File: src/rcfh_pkg.sv
// package for the ray versus cube face hit test: cube table, widths, sequencer states
package rcfh_pkg;

  localparam int CoordWidth = 24;
  localparam int FracBits = 16;
  localparam int TriCount = 12;
  localparam int TriIdxWidth = 4;
  // quotient width of the rounding divider
  localparam int QuotWidth = 48;
  // dividend |dir*num| stays below 2^23 * 2^(FracBits+15)
  localparam int DividendWidth = 56;

  typedef logic signed [CoordWidth-1:0] coord_t;

  typedef struct packed {
    logic signed [1:0] ax, ay, az;
    logic signed [1:0] nx, ny, nz;
    logic signed [2:0] e0x, e0y, e0z;
    logic signed [2:0] e1x, e1y, e1z;
  } tri_t;

  typedef enum logic [3:0] {
    ST_IDLE,
    ST_SETUP,
    ST_DIV_START,
    ST_DIV_WAIT,
    ST_NEXT_AXIS,
    ST_BARY,
    ST_CHECK,
    ST_NEXT_TRI,
    ST_DONE
  } state_t;

  // corner a, normal n = cross(c-a, b-a), edges e0 = c-a, e1 = b-a
  function automatic tri_t tri_info(input logic [TriIdxWidth-1:0] idx);
    logic signed [1:0] c [3][3];
    tri_t r;
    begin
      c = '{'{2'sd0, 2'sd0, 2'sd0}, '{2'sd0, 2'sd0, 2'sd0}, '{2'sd0, 2'sd0, 2'sd0}};
      case (idx)
        4'd0: c = '{'{-2'sd1,-2'sd1, 2'sd1}, '{ 2'sd1,-2'sd1, 2'sd1}, '{ 2'sd1, 2'sd1, 2'sd1}};
        4'd1: c = '{'{ 2'sd1, 2'sd1, 2'sd1}, '{-2'sd1, 2'sd1, 2'sd1}, '{-2'sd1,-2'sd1, 2'sd1}};
        4'd2: c = '{'{ 2'sd1,-2'sd1,-2'sd1}, '{-2'sd1,-2'sd1,-2'sd1}, '{-2'sd1, 2'sd1,-2'sd1}};
        4'd3: c = '{'{-2'sd1, 2'sd1,-2'sd1}, '{ 2'sd1, 2'sd1,-2'sd1}, '{ 2'sd1,-2'sd1,-2'sd1}};
        4'd4: c = '{'{-2'sd1, 2'sd1, 2'sd1}, '{ 2'sd1, 2'sd1, 2'sd1}, '{ 2'sd1, 2'sd1,-2'sd1}};
        4'd5: c = '{'{ 2'sd1, 2'sd1,-2'sd1}, '{-2'sd1, 2'sd1,-2'sd1}, '{-2'sd1, 2'sd1, 2'sd1}};
        4'd6: c = '{'{-2'sd1,-2'sd1,-2'sd1}, '{ 2'sd1,-2'sd1,-2'sd1}, '{ 2'sd1,-2'sd1, 2'sd1}};
        4'd7: c = '{'{ 2'sd1,-2'sd1, 2'sd1}, '{-2'sd1,-2'sd1, 2'sd1}, '{-2'sd1,-2'sd1,-2'sd1}};
        4'd8: c = '{'{ 2'sd1,-2'sd1, 2'sd1}, '{ 2'sd1,-2'sd1,-2'sd1}, '{ 2'sd1, 2'sd1,-2'sd1}};
        4'd9: c = '{'{ 2'sd1, 2'sd1,-2'sd1}, '{ 2'sd1, 2'sd1, 2'sd1}, '{ 2'sd1,-2'sd1, 2'sd1}};
        4'd10: c = '{'{-2'sd1,-2'sd1,-2'sd1}, '{-2'sd1,-2'sd1, 2'sd1}, '{-2'sd1, 2'sd1, 2'sd1}};
        4'd11: c = '{'{-2'sd1, 2'sd1, 2'sd1}, '{-2'sd1, 2'sd1,-2'sd1}, '{-2'sd1,-2'sd1,-2'sd1}};
        default: ;
      endcase
      r.ax = c[0][0];
      r.ay = c[0][1];
      r.az = c[0][2];
      r.e0x = 3'(c[2][0]) - 3'(c[0][0]);
      r.e0y = 3'(c[2][1]) - 3'(c[0][1]);
      r.e0z = 3'(c[2][2]) - 3'(c[0][2]);
      r.e1x = 3'(c[1][0]) - 3'(c[0][0]);
      r.e1y = 3'(c[1][1]) - 3'(c[0][1]);
      r.e1z = 3'(c[1][2]) - 3'(c[0][2]);
      // cube normals are unit axis vectors scaled by 4; store sign of each
      r.nx = 2'((r.e0y * r.e1z - r.e0z * r.e1y) / 4);
      r.ny = 2'((r.e0z * r.e1x - r.e0x * r.e1z) / 4);
      r.nz = 2'((r.e0x * r.e1y - r.e0y * r.e1x) / 4);
      return r;
    end
  endfunction

endpackage

File: src/rcfh_div.sv
// shared restoring divider, one quotient bit per cycle, rounds half away from zero
module rcfh_div (
  input  logic clk,
  input  logic rst,
  input  logic start,
  input  logic signed [rcfh_pkg::DividendWidth-1:0] dividend,
  input  logic [rcfh_pkg::DividendWidth-1:0] divisor,
  output logic busy,
  output logic signed [rcfh_pkg::QuotWidth:0] quotient
);
  import rcfh_pkg::*;

  localparam int CntWidth = $clog2(QuotWidth + 1);

  logic [DividendWidth:0] num;
  logic [DividendWidth+1:0] den2;
  logic [DividendWidth+1:0] rem;
  logic [QuotWidth-1:0] q;
  logic [CntWidth-1:0] cnt;
  logic neg;
  logic [DividendWidth+1:0] rem_shift;
  logic [DividendWidth+1:0] rem_sub;

  // next remainder candidate
  always_comb begin
    rem_shift = {rem[DividendWidth:0], num[DividendWidth]};
    rem_sub = rem_shift - den2;
  end

  // iterate on (2|a| + d) / (2d)
  always_ff @(posedge clk) begin
    if (rst) begin
      busy <= 1'b0;
      cnt <= '0;
    end else if (start) begin
      busy <= 1'b1;
      cnt <= CntWidth'(QuotWidth);
      neg <= dividend[DividendWidth-1];
      // 2|a| + d stays below 2^QuotWidth: move it to the top so every bit is used
      num <= ((dividend[DividendWidth-1] ? (DividendWidth+1)'(-dividend) << 1
                                         : (DividendWidth+1)'(dividend) << 1)
              + (DividendWidth+1)'(divisor)) << (DividendWidth + 1 - QuotWidth);
      den2 <= (DividendWidth+2)'(divisor) << 1;
      rem <= '0;
      q <= '0;
    end else if (busy) begin
      if (rem_shift >= den2) begin
        rem <= rem_sub;
        q <= {q[QuotWidth-2:0], 1'b1};
      end else begin
        rem <= rem_shift;
        q <= {q[QuotWidth-2:0], 1'b0};
      end
      num <= num << 1;
      cnt <= cnt - 1'b1;
      if (cnt == CntWidth'(1)) begin
        busy <= 1'b0;
      end
    end
  end

  // preshift so the top bits enter first: quotient takes the low QuotWidth bits
  assign quotient = neg ? -$signed({1'b0, q}) : $signed({1'b0, q});
endmodule
File: config.mk
export PLATFORM = sky130hd
export DESIGN_NAME = rcfh_div
export DESIGN_NICKNAME = d
export VERILOG_FILES = /design/src/rcfh_pkg.sv /design/src/rcfh_div.sv
export SDC_FILE = /design/constraint.sdc
export NUM_CORES = 1
export LEC_CHECK = 0
export BUFFER_PORTS_ARGS = -buffer_cell sky130_fd_sc_hd__buf_2
export CAP_MARGIN = 10
export CELL_PAD_IN_SITES_DETAIL_PLACEMENT = 1
export CELL_PAD_IN_SITES_GLOBAL_PLACEMENT = 1
export CORE_ASPECT_RATIO = 1.5
export CORE_UTILIZATION = 51
export DETAILED_ROUTE_END_ITERATION = 10
export GPL_ROUTABILITY_DRIVEN = 0
export PLACE_DENSITY = 0.87
export SYNTH_ARGS = -nofsm -noshare
export SYNTH_HDL_FRONTEND = slang
export SYNTH_SLANG_ARGS = --single-unit
File: constraint.sdc
create_clock -name clk -period 26.6 [get_ports clk]
set_input_delay 2.66 -clock clk [delete_from_list [all_inputs] [get_ports clk]]
set_output_delay 2.66 -clock clk [all_outputs]
set_load 0.02 [all_outputs]
==> flow_summary.ini <==
[cells_and_area]
n_antenna_cell = 0
final_area_mm2 = 0.0184
final-instance-count-excl-fill = 2268
syn_to_final_growth_pct = 11.0
drive_gt1_share_pct = 14.3
utilization_pct = 57.7
nets = 2077

[yosys]
synth_ff_type = edfxtp_1
synth_top_area_share_pct = 38.1
ys_seq_area_share_pct = 39.0
syn_avg_cell_area_um2 = 9.60
synth-adder-area-share_pct = 9.09
synthMuxAreaShare_pct = 4.05
synthCells = 1723
yosys.area.top_type = edfxtp_1
synth_fp_nets = 1957
synth_area_mm2 = 0.0165
synth-simple-area-share_pct = 15.7
synth_compound_area_share_pct = 18.6
synth_edf_count = 210
synth-seq-cells = 217
yosys.area_share.xor_xnor_pct = 9.74
synth_top_family_by_area = compound AO/OA/AOI/OAI gates
asyncSetResetFlopFracSynth_pct = 0
yosysWarnings = 0
synth_cell_types = 84
ys_top_cells_by_area = edfxtp_1, ha_1, xnor2_1

[route]
viasPerCell = 6.18
drc_errors = 0
dr.first_iter.drc_count = 670
routedWlPerCell_um = 21.2
vias = 14009
ant_nets = 0
first_pass_iters = 4
finalWirelength_mm = 48.1

[outcome]
status = complete, no violations

[clock_network]
cts_buffer_depth = 3
cts.sinks = 217
htree_levels = 1
cts_tree = built
clkTransAtPathRegs_ns = 0.06
cts_made_buffers = 22
holdBufCountCts = 0
cts_resized = 0
cts_setup_buffers = 0
clkLatencyLatePin_ns = 0.53
root_buffer = clkbuf_16

[sta]
slew_headroom_pct = 20.8
finalSetupViolCount = 0
fin_skew_ns = 0.0151
tightest_slew_ns = 1.19
setup_ws_ns = 18.24
maxSlewViolCount = 0
finalHoldViolCount = 0
fin_hold_ws_ns = 0.528
post-route-period-util_pct = 31.4
fin_crit_ns = 8.36
finalSetupTns_ns = 0
max_freq_ghz = 0.120
rsz0062_at_grt = false

[power_and_ir_drop]
irDropWorstVdd_v = 0.0000399
leakagePower_nw = 7.47
power_density_mw_per_mm2 = 63.6
p_total_mw = 1.17

[critical_path]
arrival_ns = 8.65
crit_type = input pin to register
reg2reg_slack_ns = 22.18
worstPathMaxFanout = 7
rr_worst_depth = 11
start_kind = input pin
worst_setup_path_end_kind = register
cp.required_ns = 26.89
r2r_start = rem[29]$_SDFFCE_PP0P_
worstReg2RegEnd = rem[16]$_SDFFCE_PP0P_

[place]
dp.cells = 2229
placed_cell_area_mm2 = 0.0177
dp_slack_ns = 17.82
post-dp-hpwl_mm = 35.3
io_buffer_count = 156

[global_routing]
grt_pass1_vias = 15062
grt_pass1_wl_mm = 77.5
gr-usage-all-layers_pct = 29.3
antenna_found_initial = 0
overflow = 0
grt_max_degree = 89

[floorplanning]
die_h_um = 223
dieArea_mm2 = 0.0332
start_util_pct = 52.0
io-pin-count = 165
fp.coreArea_mm2 = 0.0318
die_w_um = 149
rows = 80

[hold_path]
holdPathEnd = cnt[1]$_SDFFE_PP0P_
min_from = cnt[1]$_SDFFE_PP0P_
holdPathStages = 2
hp-class = register to register

[job]
cap_viol_max_count = 0
[layer usage]
layer	track usage, %	routed length (um)
met5	0	0
met4	12.4	1930
met3	2.42	1520
met2	56.8	26400
met1	31.9	18300
[critical path: stages]
cell	delay (ns)
buf_2	0.12
or3_1	0.41
or3b_2	0.54
or3_1	0.49
or2_2	0.39
or3b_1	0.50
o31ai_1	0.32
xnor2_1	0.17
ha_1	0.34
and4_1	0.27
a221o_1	0.40
a211oi_1	0.87
o21ai_0	0.46
o2bb2ai_1	0.28
xnor2_1	0.10
a21oi_1	0.34
[cells in the final DEF (no fill, tap or decap), types with 7 or more instances in the layout]
cell type  instances
a211oi_1          16
a21o_1            69
a21oi_1          129
a31oi_1           11
and2_1             7
and3_1            14
buf_2            155
buf_4              9
clkbuf_16         23
dfxtp_1            7
edfxtp_1         210
ha_1             117
inv_1             99
mux2_2            39
mux2i_1           23
nand2_1          146
nand2b_1          17
nand3_1           32
nand4_1           22
nor2_1           110
nor2b_1           56
nor3_1            29
nor4_1             9
o211ai_1          11
o21a_1             7
o21ai_0           86
o21bai_1          20
o31ai_1           36
o41ai_1           16
or2_2              9
or3_1             12
or4_1             15
xnor2_1          158
xor2_1            26
[logic make-up after synthesis]
logic type | count (synthesis)
muxes | 62
xor gates and xnor gates | 184
AOI/OAI and AO/OA | 464
DFF | 217
adders and majority gates | 119
buffers and inverters | 168
and+or+nand+nor | 509
[sequential cells by signal, indices dropped and copies added (netlist names)]
signal / flops
rem: 57
den2: 56
num: 48
q: 48
cnt: 6
busy: 1
neg: 1
[report_power, final]
| part | switching, mW | internal, mW | leakage, nW |
|---|---|---|---|
| Combinational | 0.251 | 0.163 | 5.05 |
| Clock | 0.138 | 0.178 | 0.345 |
| Sequential | 0.0184 | 0.419 | 2.08 |
| Total | 0.408 | 0.759 | 7.47 |
[area by class of cell]
class | instances | area (um^2)
Clock inverter | 13 | 121
Timing Repair Buffer | 164 | 843
Inverter | 100 | 375
Sequential cell | 217 | 6450
Clock buffer | 26 | 587
Tap cell | 410 | 513
Fill cell | 3688 | 13500
Multi-Input combinational cell | 1338 | 9480
[cell usage after synthesis (all sizes together), types with 12 or more instances]
master	instances
mux2i	23
a211oi	16
inv	99
or4	19
nand2	146
and3	14
o21bai	20
nand3	32
a21o	69
nor2b	56
xnor2	158
clkbuf	61
xor2	26
mux2	39
ha	117
o41ai	18
or3	12
o31ai	37
nor2	112
nand4	23
o21ai	88
edfxtp	210
nand2b	19
a21oi	129
nor3	30
[worst max-delay path by stage]
stage | startpoint | endpoint | cells after the start
after floorplan | start | busy$_SDFF_PP0_ | 5
after global placement | dividend[3] | num[56]$_DFFE_PP_ | 17
after detailed placement | dividend[3] | num[56]$_DFFE_PP_ | 16
after CTS | dividend[3] | num[56]$_DFFE_PP_ | 16
after global routing | dividend[3] | num[56]$_DFFE_PP_ | 19
final | dividend[3] | num[56]$_DFFE_PP_ | 16
Power figures use the tool's default switching activity.
